==> src/rtl/lcs_pkg.sv <==
// ----------------------------------------------------------------------------
// lcs_pkg
// Shared types and constants of the LED column scan sequencer: field widths,
// register map, reset values, scan phase codes and the scan event bundle.
// ----------------------------------------------------------------------------
package lcs_pkg;

	// fixed widths of the transaction fields
	localparam int COL_FIELD_W   = 4;
	localparam int PLANE_FIELD_W = 4;
	localparam int WORD_FIELD_W  = 16;
	localparam int PHASE_W       = 4;
	localparam int PLANE_CNT_W   = 5;

	// register map (index = byte address / 4)
	localparam int APB_ADDR_W = 3;
	localparam int APB_DATA_W = 32;
	localparam logic REG_PHASE_COUNT = 1'b0;
	localparam logic REG_PLANE_COUNT = 1'b1;

	// register reset values
	localparam logic [PHASE_W-1:0]     PHASE_COUNT_RST = 4'd5;
	localparam logic [PLANE_CNT_W-1:0] PLANE_COUNT_RST = 5'd8;

	// scan phases that do something; all others only wait
	localparam logic [PHASE_W-1:0] PH_OFF   = 4'd0;
	localparam logic [PHASE_W-1:0] PH_SEND  = 4'd1;
	localparam logic [PHASE_W-1:0] PH_LIGHT = 4'd2;

	// per-transaction events of the scan
	typedef struct packed {
		logic                   shift_valid;
		logic                   button_strobe;
		logic [COL_FIELD_W-1:0] strobe_column;
	} scan_ev_t;

endpackage

==> src/rtl/lcs_ram.sv <==
// ----------------------------------------------------------------------------
// lcs_ram
// Generic single-write, single-read RAM with a registered read port.
// ----------------------------------------------------------------------------
module lcs_ram #(
	parameter int WIDTH = 16,
	parameter int DEPTH = 160
) (
	input  logic                     clk,
	input  logic                     wr_en,
	input  logic [$clog2(DEPTH)-1:0] wr_addr,
	input  logic [WIDTH-1:0]         wr_data,
	input  logic                     rd_en,
	input  logic [$clog2(DEPTH)-1:0] rd_addr,
	output logic [WIDTH-1:0]         rd_data
);

	logic [WIDTH-1:0] mem_q [DEPTH];
	logic [WIDTH-1:0] rd_data_q;

	// write port
	always_ff @(posedge clk) begin
		if (wr_en) begin
			mem_q[wr_addr] <= wr_data;
		end
	end

	// registered read port, holds when not enabled
	always_ff @(posedge clk) begin
		if (rd_en) begin
			rd_data_q <= mem_q[rd_addr];
		end
	end

	assign rd_data = rd_data_q;

endmodule

==> src/rtl/lcs_cfg.sv <==
// ----------------------------------------------------------------------------
// lcs_cfg
// APB register file holding phase_count and plane_count.
// ----------------------------------------------------------------------------
module lcs_cfg
	import lcs_pkg::*;
(
	input  logic                   clk,
	input  logic                   arst_n,
	input  logic                   psel,
	input  logic                   penable,
	input  logic                   pwrite,
	input  logic [APB_ADDR_W-1:0]  paddr,
	input  logic [APB_DATA_W-1:0]  pwdata,
	output logic [APB_DATA_W-1:0]  prdata,
	output logic                   pready,
	output logic [PHASE_W-1:0]     phase_count,
	output logic [PLANE_CNT_W-1:0] plane_count
);

	logic                   reg_idx;
	logic                   wr_acc;
	logic [PHASE_W-1:0]     phase_count_q;
	logic [PLANE_CNT_W-1:0] plane_count_q;

	assign reg_idx = paddr[2];
	assign wr_acc  = psel & penable & pwrite;
	assign pready  = 1'b1;

	// register writes
	always_ff @(posedge clk or negedge arst_n) begin
		if (!arst_n) begin
			phase_count_q <= PHASE_COUNT_RST;
			plane_count_q <= PLANE_COUNT_RST;
		end else if (wr_acc) begin
			unique case (reg_idx)
				REG_PHASE_COUNT: phase_count_q <= pwdata[PHASE_W-1:0];
				REG_PLANE_COUNT: plane_count_q <= pwdata[PLANE_CNT_W-1:0];
				default: ;
			endcase
		end
	end

	// read mux
	always_comb begin
		unique case (reg_idx)
			REG_PHASE_COUNT: prdata = APB_DATA_W'(phase_count_q);
			REG_PLANE_COUNT: prdata = APB_DATA_W'(plane_count_q);
			default:         prdata = '0;
		endcase
	end

	assign phase_count = phase_count_q;
	assign plane_count = plane_count_q;

endmodule

==> src/rtl/lcs_scan.sv <==
// ----------------------------------------------------------------------------
// lcs_scan
// Scan state: phase counter, current column, bit plane and lit column mask.
// Produces the next lit mask and the events of one tick.
// ----------------------------------------------------------------------------
module lcs_scan
	import lcs_pkg::*;
#(
	parameter int COLUMNS    = 10,
	parameter int MAX_PLANES = 16,
	parameter int CW         = $clog2(COLUMNS),
	parameter int PW         = (MAX_PLANES > 1) ? $clog2(MAX_PLANES) : 1
) (
	input  logic                   clk,
	input  logic                   arst_n,
	input  logic                   tick,
	input  logic [PHASE_W-1:0]     phase_count,
	input  logic [PLANE_CNT_W-1:0] plane_count,
	output logic [CW-1:0]          cur_column,
	output logic [PW-1:0]          cur_plane,
	output logic [COLUMNS-1:0]     lit_next,
	output scan_ev_t               ev
);

	logic [PHASE_W-1:0]     phase_q;
	logic [CW-1:0]          col_q;
	logic [PW-1:0]          plane_q;
	logic [COLUMNS-1:0]     lit_q;

	logic [PHASE_W-1:0]     phase_next;
	logic [CW-1:0]          col_next;
	logic [PW-1:0]          plane_next;
	logic [CW-1:0]          prev_col;
	logic [PHASE_W:0]       phase_inc;
	logic [PLANE_CNT_W-1:0] plane_inc;

	// column lit before the current one
	assign prev_col  = (col_q == '0) ? CW'(COLUMNS - 1) : col_q - CW'(1);
	assign phase_inc = {1'b0, phase_q} + (PHASE_W+1)'(1);
	assign plane_inc = PLANE_CNT_W'(plane_q) + PLANE_CNT_W'(1);

	// next-state logic for one tick
	always_comb begin
		phase_next = phase_q;
		col_next   = col_q;
		plane_next = plane_q;
		lit_next   = lit_q;
		ev         = '0;
		if (tick) begin
			case (phase_q)
				PH_OFF: begin
					lit_next[prev_col] = 1'b0;
				end
				PH_SEND: begin
					ev.shift_valid = 1'b1;
				end
				PH_LIGHT: begin
					lit_next[col_q]  = 1'b1;
					ev.button_strobe = 1'b1;
					ev.strobe_column = COL_FIELD_W'(col_q);
					if (col_q >= CW'(COLUMNS - 1)) begin
						col_next = '0;
						if (plane_inc >= plane_count ||
						    plane_inc >= PLANE_CNT_W'(MAX_PLANES)) begin
							plane_next = '0;
						end else begin
							plane_next = PW'(plane_inc);
						end
					end else begin
						col_next = col_q + CW'(1);
					end
				end
				default: ;
			endcase
			// phase wraps as soon as it reaches the configured count
			if (phase_inc >= {1'b0, phase_count}) begin
				phase_next = '0;
			end else begin
				phase_next = phase_inc[PHASE_W-1:0];
			end
		end
	end

	// scan state registers
	always_ff @(posedge clk or negedge arst_n) begin
		if (!arst_n) begin
			phase_q <= '0;
			col_q   <= '0;
			plane_q <= '0;
			lit_q   <= '0;
		end else begin
			phase_q <= phase_next;
			col_q   <= col_next;
			plane_q <= plane_next;
			lit_q   <= lit_next;
		end
	end

	assign cur_column = col_q;
	assign cur_plane  = plane_q;

endmodule

==> src/rtl/led_column_scan_sequencer.sv <==
// ----------------------------------------------------------------------------
// led_column_scan_sequencer
// Column multiplex scanner for an LED matrix with intensity bit planes.
// ----------------------------------------------------------------------------
// Accepts one transaction per clock while in_stall is low, a scan tick or a
// pattern write, and gives one result per transaction through stage 1 (the
// store read) and the output register. The store is a COLUMNS x 2**ceil(log2
// MAX_PLANES) word RAM with a registered read; one flag per entry, cleared at
// reset, makes never-written words read as zero, so there is no clearing pass
// and the block takes transactions right after reset. The output register lets
// a new transaction in while a finished result waits to be taken. column_on is
// active-high: invert it for active-low column pins.
module led_column_scan_sequencer
	import lcs_pkg::*;
#(
	parameter int COLUMNS    = 10,
	parameter int MAX_PLANES = 16,
	parameter int WORD_BITS  = 16
) (
	input  logic                     clk,
	input  logic                     arst_n,
	// apb configuration
	input  logic                     psel,
	input  logic                     penable,
	input  logic                     pwrite,
	input  logic [APB_ADDR_W-1:0]    paddr,
	input  logic [APB_DATA_W-1:0]    pwdata,
	output logic [APB_DATA_W-1:0]    prdata,
	output logic                     pready,
	// input channel
	input  logic                     in_valid,
	output logic                     in_stall,
	input  logic                     op,
	input  logic [COL_FIELD_W-1:0]   column,
	input  logic [PLANE_FIELD_W-1:0] plane,
	input  logic [WORD_FIELD_W-1:0]  pattern,
	// result channel
	output logic                     out_valid,
	input  logic                     out_stall,
	output logic [COLUMNS-1:0]       column_on,
	output logic                     shift_valid,
	output logic [WORD_FIELD_W-1:0]  shift_word,
	output logic                     button_strobe,
	output logic [COL_FIELD_W-1:0]   strobe_column
);

	localparam int CW    = $clog2(COLUMNS);
	localparam int PW    = (MAX_PLANES > 1) ? $clog2(MAX_PLANES) : 1;
	localparam int DEPTH = COLUMNS << PW;
	localparam int AW    = CW + PW;

	logic [PHASE_W-1:0]     phase_count;
	logic [PLANE_CNT_W-1:0] plane_count;

	logic                   in_acc;
	logic                   tick;
	logic                   wr_ok;
	logic [AW-1:0]          wr_addr;
	logic [AW-1:0]          rd_addr;
	logic [WORD_BITS-1:0]   rd_data;
	logic [CW-1:0]          cur_column;
	logic [PW-1:0]          cur_plane;
	logic [COLUMNS-1:0]     lit_next;
	scan_ev_t               ev;

	logic [DEPTH-1:0]       filled_q;

	logic                   valid_s1;
	logic [COLUMNS-1:0]     lit_s1;
	scan_ev_t               ev_s1;
	logic                   hit_s1;
	logic                   adv_s1;

	logic                   out_valid_q;
	logic [COLUMNS-1:0]     column_on_q;
	logic                   shift_valid_q;
	logic [WORD_FIELD_W-1:0] shift_word_q;
	logic                   button_strobe_q;
	logic [COL_FIELD_W-1:0] strobe_column_q;

	// configuration registers
	lcs_cfg u_cfg (
		.clk         (clk),
		.arst_n      (arst_n),
		.psel        (psel),
		.penable     (penable),
		.pwrite      (pwrite),
		.paddr       (paddr),
		.pwdata      (pwdata),
		.prdata      (prdata),
		.pready      (pready),
		.phase_count (phase_count),
		.plane_count (plane_count)
	);

	// handshake: stage 1 drains into the output register when that is free
	assign adv_s1   = valid_s1 & (~out_valid_q | ~out_stall);
	assign in_stall = valid_s1 & ~adv_s1;
	assign in_acc   = in_valid & ~in_stall;
	assign tick     = in_acc & ~op;

	// scan state
	lcs_scan #(
		.COLUMNS    (COLUMNS),
		.MAX_PLANES (MAX_PLANES)
	) u_scan (
		.clk         (clk),
		.arst_n      (arst_n),
		.tick        (tick),
		.phase_count (phase_count),
		.plane_count (plane_count),
		.cur_column  (cur_column),
		.cur_plane   (cur_plane),
		.lit_next    (lit_next),
		.ev          (ev)
	);

	// pattern write, out-of-range columns and planes dropped
	assign wr_ok   = in_acc & op &
	                 ((COL_FIELD_W+1)'(column) < (COL_FIELD_W+1)'(COLUMNS)) &
	                 ((PLANE_FIELD_W+1)'(plane) < (PLANE_FIELD_W+1)'(MAX_PLANES));
	assign wr_addr = {column[CW-1:0], plane[PW-1:0]};
	assign rd_addr = {cur_column, cur_plane};

	lcs_ram #(
		.WIDTH (WORD_BITS),
		.DEPTH (DEPTH)
	) u_store (
		.clk     (clk),
		.wr_en   (wr_ok),
		.wr_addr (wr_addr),
		.wr_data (WORD_BITS'(pattern)),
		.rd_en   (ev.shift_valid),
		.rd_addr (rd_addr),
		.rd_data (rd_data)
	);

	// written flags stand in for the cleared store
	always_ff @(posedge clk or negedge arst_n) begin
		if (!arst_n) begin
			filled_q <= '0;
		end else if (wr_ok) begin
			filled_q[wr_addr] <= 1'b1;
		end
	end

	// stage 1: waits on the store read
	always_ff @(posedge clk or negedge arst_n) begin
		if (!arst_n) begin
			valid_s1 <= 1'b0;
		end else if (in_acc) begin
			valid_s1 <= 1'b1;
		end else if (adv_s1) begin
			valid_s1 <= 1'b0;
		end
	end

	always_ff @(posedge clk) begin
		if (in_acc) begin
			lit_s1 <= lit_next;
			ev_s1  <= ev;
			hit_s1 <= filled_q[rd_addr];
		end
	end

	// output register
	always_ff @(posedge clk or negedge arst_n) begin
		if (!arst_n) begin
			out_valid_q <= 1'b0;
		end else if (adv_s1) begin
			out_valid_q <= 1'b1;
		end else if (!out_stall) begin
			out_valid_q <= 1'b0;
		end
	end

	always_ff @(posedge clk) begin
		if (adv_s1) begin
			column_on_q     <= lit_s1;
			shift_valid_q   <= ev_s1.shift_valid;
			shift_word_q    <= (ev_s1.shift_valid & hit_s1) ?
			                   WORD_FIELD_W'(rd_data) : '0;
			button_strobe_q <= ev_s1.button_strobe;
			strobe_column_q <= ev_s1.strobe_column;
		end
	end

	assign out_valid     = out_valid_q;
	assign column_on     = column_on_q;
	assign shift_valid   = shift_valid_q;
	assign shift_word    = shift_word_q;
	assign button_strobe = button_strobe_q;
	assign strobe_column = strobe_column_q;

`ifndef ASSERT_OFF
	// input is only held off while stage 1 is occupied and blocked
	a_stall_needs_s1: assert property (@(posedge clk) disable iff (!arst_n)
		in_stall |-> (valid_s1 && out_valid_q && out_stall))
		else $error("input stalled without a blocked result");

	// a strobed column is lit in the same result
	a_strobe_lit: assert property (@(posedge clk) disable iff (!arst_n)
		(out_valid && button_strobe) |-> (column_on[strobe_column[CW-1:0]] == 1'b1))
		else $error("strobed column is not lit");

	// no word on the shift chain without a send phase
	a_word_quiet: assert property (@(posedge clk) disable iff (!arst_n)
		(out_valid && !shift_valid) |-> (shift_word == '0))
		else $error("shift word without send phase");

	// a result never vanishes while stalled
	a_result_held: assert property (@(posedge clk) disable iff (!arst_n)
		(out_valid && out_stall) |=> out_valid)
		else $error("stalled result dropped");
`endif

endmodule
==> config.mk <==
export PLATFORM = sky130hd
export DESIGN_NAME = led_column_scan_sequencer
export DESIGN_NICKNAME = d
export VERILOG_FILES = /design/src/rtl/lcs_pkg.sv /design/src/rtl/lcs_ram.sv /design/src/rtl/lcs_cfg.sv /design/src/rtl/lcs_scan.sv /design/src/rtl/led_column_scan_sequencer.sv
export SDC_FILE = /design/constraint.sdc
export NUM_CORES = 2
export LEC_CHECK = 0
export BUFFER_PORTS_ARGS = -buffer_cell sky130_fd_sc_hd__buf_2
export CAP_MARGIN = 20
export CORE_UTILIZATION = 24
export DETAILED_ROUTE_END_ITERATION = 6
export HOLD_SLACK_MARGIN = 0.15
export PLACE_DENSITY = 0.42
export SLEW_MARGIN = 10
export SYNTH_ARGS = -nofsm -noshare
export SYNTH_HDL_FRONTEND = slang
export SYNTH_SLANG_ARGS = --single-unit
==> constraint.sdc <==
create_clock -name clk -period 5 [get_ports clk]
set_input_delay 0.75 -clock clk [delete_from_list [all_inputs] [get_ports clk]]
set_output_delay 0.75 -clock clk [all_outputs]
set_load 0.1 [all_outputs]
Yosys cells after proc, flatten, opt, wreduce, memory -nomap -nowiden:

Memory sizes are Yosys's and may differ from the RTL's. A register that Yosys moved wholly into a read port is not among the register bits.
Index checks and enable logic that the tools add are counted.

* multipliers: 0
* bitwise operators: 20
* shift-type cells: 0
* $lt $le $gt $ge: 12
* reductions and logical operators: 11
* add/subtract/negate cells: 4
* div/mod/pow operators: 0
* multiplexer cells: 24
* equal/unequal tests: 3

Operators with widths (number)
* 160-bit OR: 1
* 32-bit case mux with 2 select lines: 1
* 10-bit case mux with 2 select lines: 1
* 8-bit by 9-bit < comparator with 1-bit output (second input constant): 2
* 4-bit 2-to-1 mux: 4
* 1-bit 2-to-1 mux: 11
* 4-bit by 1-bit adder with 5-bit output (second input constant): 2
* 10-bit AND: 1
* 4-bit by 5-bit < comparator with 1-bit output (second input constant): 2
* 10-bit 2-to-1 mux: 1
* 10-bit inverter: 1
* 10-bit OR: 1
* 1-bit AND: 9
* 1-bit binary-select mux with 8-bit select: 1
* 1-bit demux with 4-bit select: 2
* 1-bit demux with 8-bit select: 1
* 4-bit by 1-bit greater-or-equal comparator with 1-bit output (second input constant): 2
* 8-bit by 1-bit greater-or-equal comparator with 1-bit output (second input constant): 1
* 4-bit zero test: 2
* 6-bit 2-to-1 mux: 1
* 1-bit inverter: 6
* 2-bit AND reduction: 3
* 5-bit by 4-bit greater-or-equal comparator with 1-bit output: 1
* 5-bit greater-or-equal comparator: 1
* 14 further kinds: 16

* output and inout bits: 67
* logic and storage cells: 94
* memories kept: 1
* RAM bits: 2560
* latch bits: 0
* ROM bits: 0
* flip-flop bits (word level): 242
* input bits: 67

Memory list
* u_store.mem_q: depth 160, width 16, rd ports 1, clocked after Yosys merged registers in 1, wr ports 1, line lcs_ram.sv:18 `logic [WIDTH-1:0] mem_q [DEPTH];`

Logic depth before layout (Yosys ltp):

* word-level depth: 11
* gate-level depth with buffers: 12
* gate-level depth less buffers: 8

By module:

A second synthesis with hierarchy kept.

* cells, all modules: 5258
* area, all modules: 110143.1 µm²

By module, submodules not included
* lcs_ram: sequential area each 77354.2 µm², cells each 4422, times used 1, area an instance 99163.9 µm²
* led_column_scan_sequencer: sequential area each 5525.3 µm², cells each 612, times used 1, area an instance 8759.7 µm²
* lcs_scan: sequential area each 550.5 µm², cells each 168, times used 1, area an instance 1557.7 µm²
* lcs_cfg: sequential area each 229.0 µm², cells each 56, times used 1, area an instance 661.9 µm²

Least setup slack after synthesis:

Ideal clock, no wire load.

* path kind: input port to output port
* start point: input port paddr[2]
* end point: output port prdata[1]
* cell stages on the path: 2
* buffers on the path: 1
* setup slack: 1.207 ns
* arrival: 3.043 ns
* data required time: 4.250 ns
* cells stage by stage: clkbuf_1 o21ai_0

* cells in the longest elaborated chain, start to end: 2

RTL lines
* start, declared: line led_column_scan_sequencer.sv:26 `input logic [APB_ADDR_W-1:0] paddr,`
* 1-bit inverter: line lcs_cfg.sv:46 `unique case (reg_idx)`
* 32-bit case mux with 2 select lines *: line lcs_cfg.sv:46
* end, declared: line led_column_scan_sequencer.sv:28 `output logic [APB_DATA_W-1:0] prdata,`

Mark *: on every way between the ends. The rest lies on a longest branch, timed or not. The select of a mux whose other input is x is not followed.

Worst setup path after layout:

* start point: register u_scan.plane_q[0] (netlist: u_scan.cur_plane[0])
* end point: register hit_s1 (data pin)

* cells in the longest elaborated chain, start to end: 2

RTL lines
* start, declared: line lcs_scan.sv:27 `logic [PW-1:0] plane_q;`
* start signal, assigned: line lcs_scan.sv:94 `plane_q <= plane_next;`
* 1-bit binary-select mux with 8-bit select: line led_column_scan_sequencer.sv:162 `hit_s1 <= filled_q[rd_addr];`
* 1-bit 2-to-1 mux (implied by the code): line led_column_scan_sequencer.sv:162
* end signal, assigned: line led_column_scan_sequencer.sv:162
* end, declared: line led_column_scan_sequencer.sv:71 `logic hit_s1;`

Every way passes these cells. The select of a mux whose other input is x is not followed.
A chain may end at the register's enable or synchronous reset.

==> results.toml <==
[timing]
max_freq_mhz = 244
min_period_ns = 4.09
rsz0062_at_grt = "no"
drv_slew = 0
tightest_slew_ns = 1.19
hold_ws_ns = 0.221
fin_skew_ns = 0.0367
finalSetupViolations = 0
min_period_over_period_pct = 81.9
final_hold_viol_count = 0
layout_setup_ws_ns = 0.905
relSlewSlack_pct = 20.3

[yosys]
yosysSeqAreaShare_pct = 76.8
ys_warn_count = 0
synth_area_leader_cell = "edfxtp_1"
synthCells = 5153
synthAdderAreaFrac_pct = 0.207
synth_top_family_by_area = "multiplexers"
synth_xor_area_share_pct = 0.0402
synth_compound_area_share_pct = 2.95
async_flop_share_pct = 6.85
synth_mux_area_share_pct = 15.0
synth_top_area_share_pct = 72.4
synth.avg_cell_area_sq_um = 21.1
synthTopCellsByArea = "edfxtp_1 72%, mux4_2 14%, dfrtp_1 4.4%, mux2i_1 1.3%, or2_2 0.94%"
yosys.cell_types.count = 73
synth_flop_cell = "edfxtp_1"
synth_area_sq_um = 109000
synth_edf_count = 2625
synth-simple-area-share_pct = 3.13
synth-seq-cells = 2818

[drt]
vias_per_cell = 4.64
vias = 55300
wl_per_cell_um = 30.5
first_iter_violations = 6030
wirelength_um = 363000
drc = 0
postRouteAntennaNets = 0
first_pass_iters = 7

[clock_network]
clk_pin_slew_ns = 0.06
cts_tree = "yes"
cts_sinks = 2818
cts_hold_buf = 9
cts_buffers = 312
clk_path_buf_depth = 4
post-cts-setup-buffer-count = 0
clkLatencyLatePin_ns = 0.92
cts_resized = 0
htreeDepth = 5
cts_root_buf = "clkbuf_16"

[floorplanning]
die-width_um = 676
die_y_um = 676
dieArea_sq_um = 456000
rows = 246
fp.coreArea_sq_um = 450000
io_pins = 134
initial_utilization_pct = 24.2

[setup_path]
rrSetupSlack_ns = 0.91
cp-startpoint = "u_scan.cur_plane[0]"
crit_end = "hit_s1"
worst_path_most_repeated_cell = "buf_12"
critPathTopFamily = "buffers and inverters"
reg2reg_from = "u_scan.cur_plane[0]"
critPathMaxStageDelay_ns = 0.81
critical-path-slowest-cell = "dfrtp_4"
crit_chain = "buf_12 -> buf_12 -> buf_4 -> mux4_2 -> mux2i_1 -> o211ai_1 -> nand4_1 -> o311ai_0"
critPathMaxFanout = 35
crit_type = "flop to flop"
critPathCaptureType = "flop"
start_kind = "flop"
crit_arrival_ns = 4.74
cp.required_ns = 5.65
crit_cells = 8
r2r-end = "hit_s1"
crit_buf_inv = 3
ff2ff_path_depth = 8

[min_path]
worstHoldPathType = "primary input to flop"

[grt]
grt_overflow = 0
first_global_vias = 56700
grt_util_all_layers_pct = 15.7
grt_antenna_before_repair = 30
grt_pass1_wl_um = 494000
grt_max_degree = 105

[layout]
nets = 5773
area_delta_synth_final_pct = 18.7
mostFrequentLayoutCell = "edfxtp_1"
drive_gt1_share_pct = 32.8
final_cell_mix = "2625 x edfxtp_1, 654 x mux4_2, 376 x buf_4, 314 x clkbuf_16, 184 x dfrtp_1"

[place]
pre_cts_slack_ns = 0.959
gp_congestion = 0.825
portBuffers = 76
place_hpwl_um = 232000

[power_and_ir_drop]
p_leak_uw = 0.0405
ir_drop_v = 0.000260
p_per_area_nw_per_um2 = 420

[run]
maxCapViolCount = 0

[outcome]
status = "finished clean"
-- Yosys cell counts (all sizes together), types with 4 or more instances --
cell type	number
a221o	5
o22ai	60
or3	7
a22oi	87
a221oi	49
a21o	6
a32o	5
inv	19
nand2	145
nor4	5
nand3	42
o221ai	5
o21ai	58
o311ai	4
dfrtp	190
buf	210
o31ai	7
and3	20
nand4	18
nor2b	17
clkbuf	94
o211ai	9
a22o	15
nand3b	8
ha	18
nor3	20
o2111ai	5
a31oi	26
nand2b	13
edfxtp	2625
o22a	4
mux2	19
nor2	223
a21oi	85
a32oi	7
a211oi	16
and2	6
or2	163
mux2i	143
mux4	654
-- kinds of logic after synthesis --
kind of cell / after synthesis
simple gates: 699
other cells: 2
xor+xnor: 5
compound gates: 469
mux: 816
buf+inv: 326
fa+ha+maj: 18
flops: 2818
-- where the power goes --
part / internal [uW] / switching [uW] / leakage (uW)
sequential: 26000 / 245 / 0.0262
combinational: 1360 / 4130 / 0.00937
clock: 12900 / 9660 / 0.00485
-- worst min-delay path by stage --
stage                startpoint                endpoint  cells past startpoint
finish              pattern[14]  u_store.mem_q[126][14]                      1
global route        pattern[14]  u_store.mem_q[126][14]                      1
CTS                 pattern[14]  u_store.mem_q[126][14]                      1
detailed placement    lit_s1[5]            column_on[5]                      0
global placement      lit_s1[5]            column_on[5]                      0
floorplan              ev_s1[4]           button_strobe                      0
-- per-stage QoR --
stage	total power [uW]	util [%]	cell area, sq um	setup TNS, ns	cells
3_5_place_dp	32300	26.5	119000	0	11300
2_1_floorplan	28900	-	109000	0	5179
3_3_place_gp	32200	26.5	119000	-11.34	11300
5_1_grt	55800	28.7	129000	0	11900
6_report	54300	28.7	129000	0	11900
4_1_cts	54900	28.7	129000	0	11900
-- flip-flops by register name, summed over array words and instances (netlist names), 4 cells and up --
name	count
u_cfg.phase_count	4
u_store.mem_q	2560
u_scan.cur_column	4
u_scan.lit_q	10
u_scan.cur_plane	4
column_on	10
ev_s1	6
lit_s1	10
u_store.rd_data	16
shift_word	16
u_cfg.plane_count	5
strobe_column	4
u_scan.phase_q	4
filled_q	160
-- final cells by class --
type	count	area, sq um
fill	44100	321000
sequential	2818	83700
multi-input combinational	2035	23900
clock buffer	425	8560
tap	5952	7450
timing repair buffer	499	4150
clock inverter	151	1390
inverter	22	90.1
antenna	13	32.5
-- routing by layer --
metal | routed length, um | track usage (%)
met1 | 159000 | 21.7
met2 | 173000 | 25.5
met3 | 20900 | 2.30
met4 | 10900 | 4.53
met5 | 0 | 0
(Power assumes the default switching activity.)
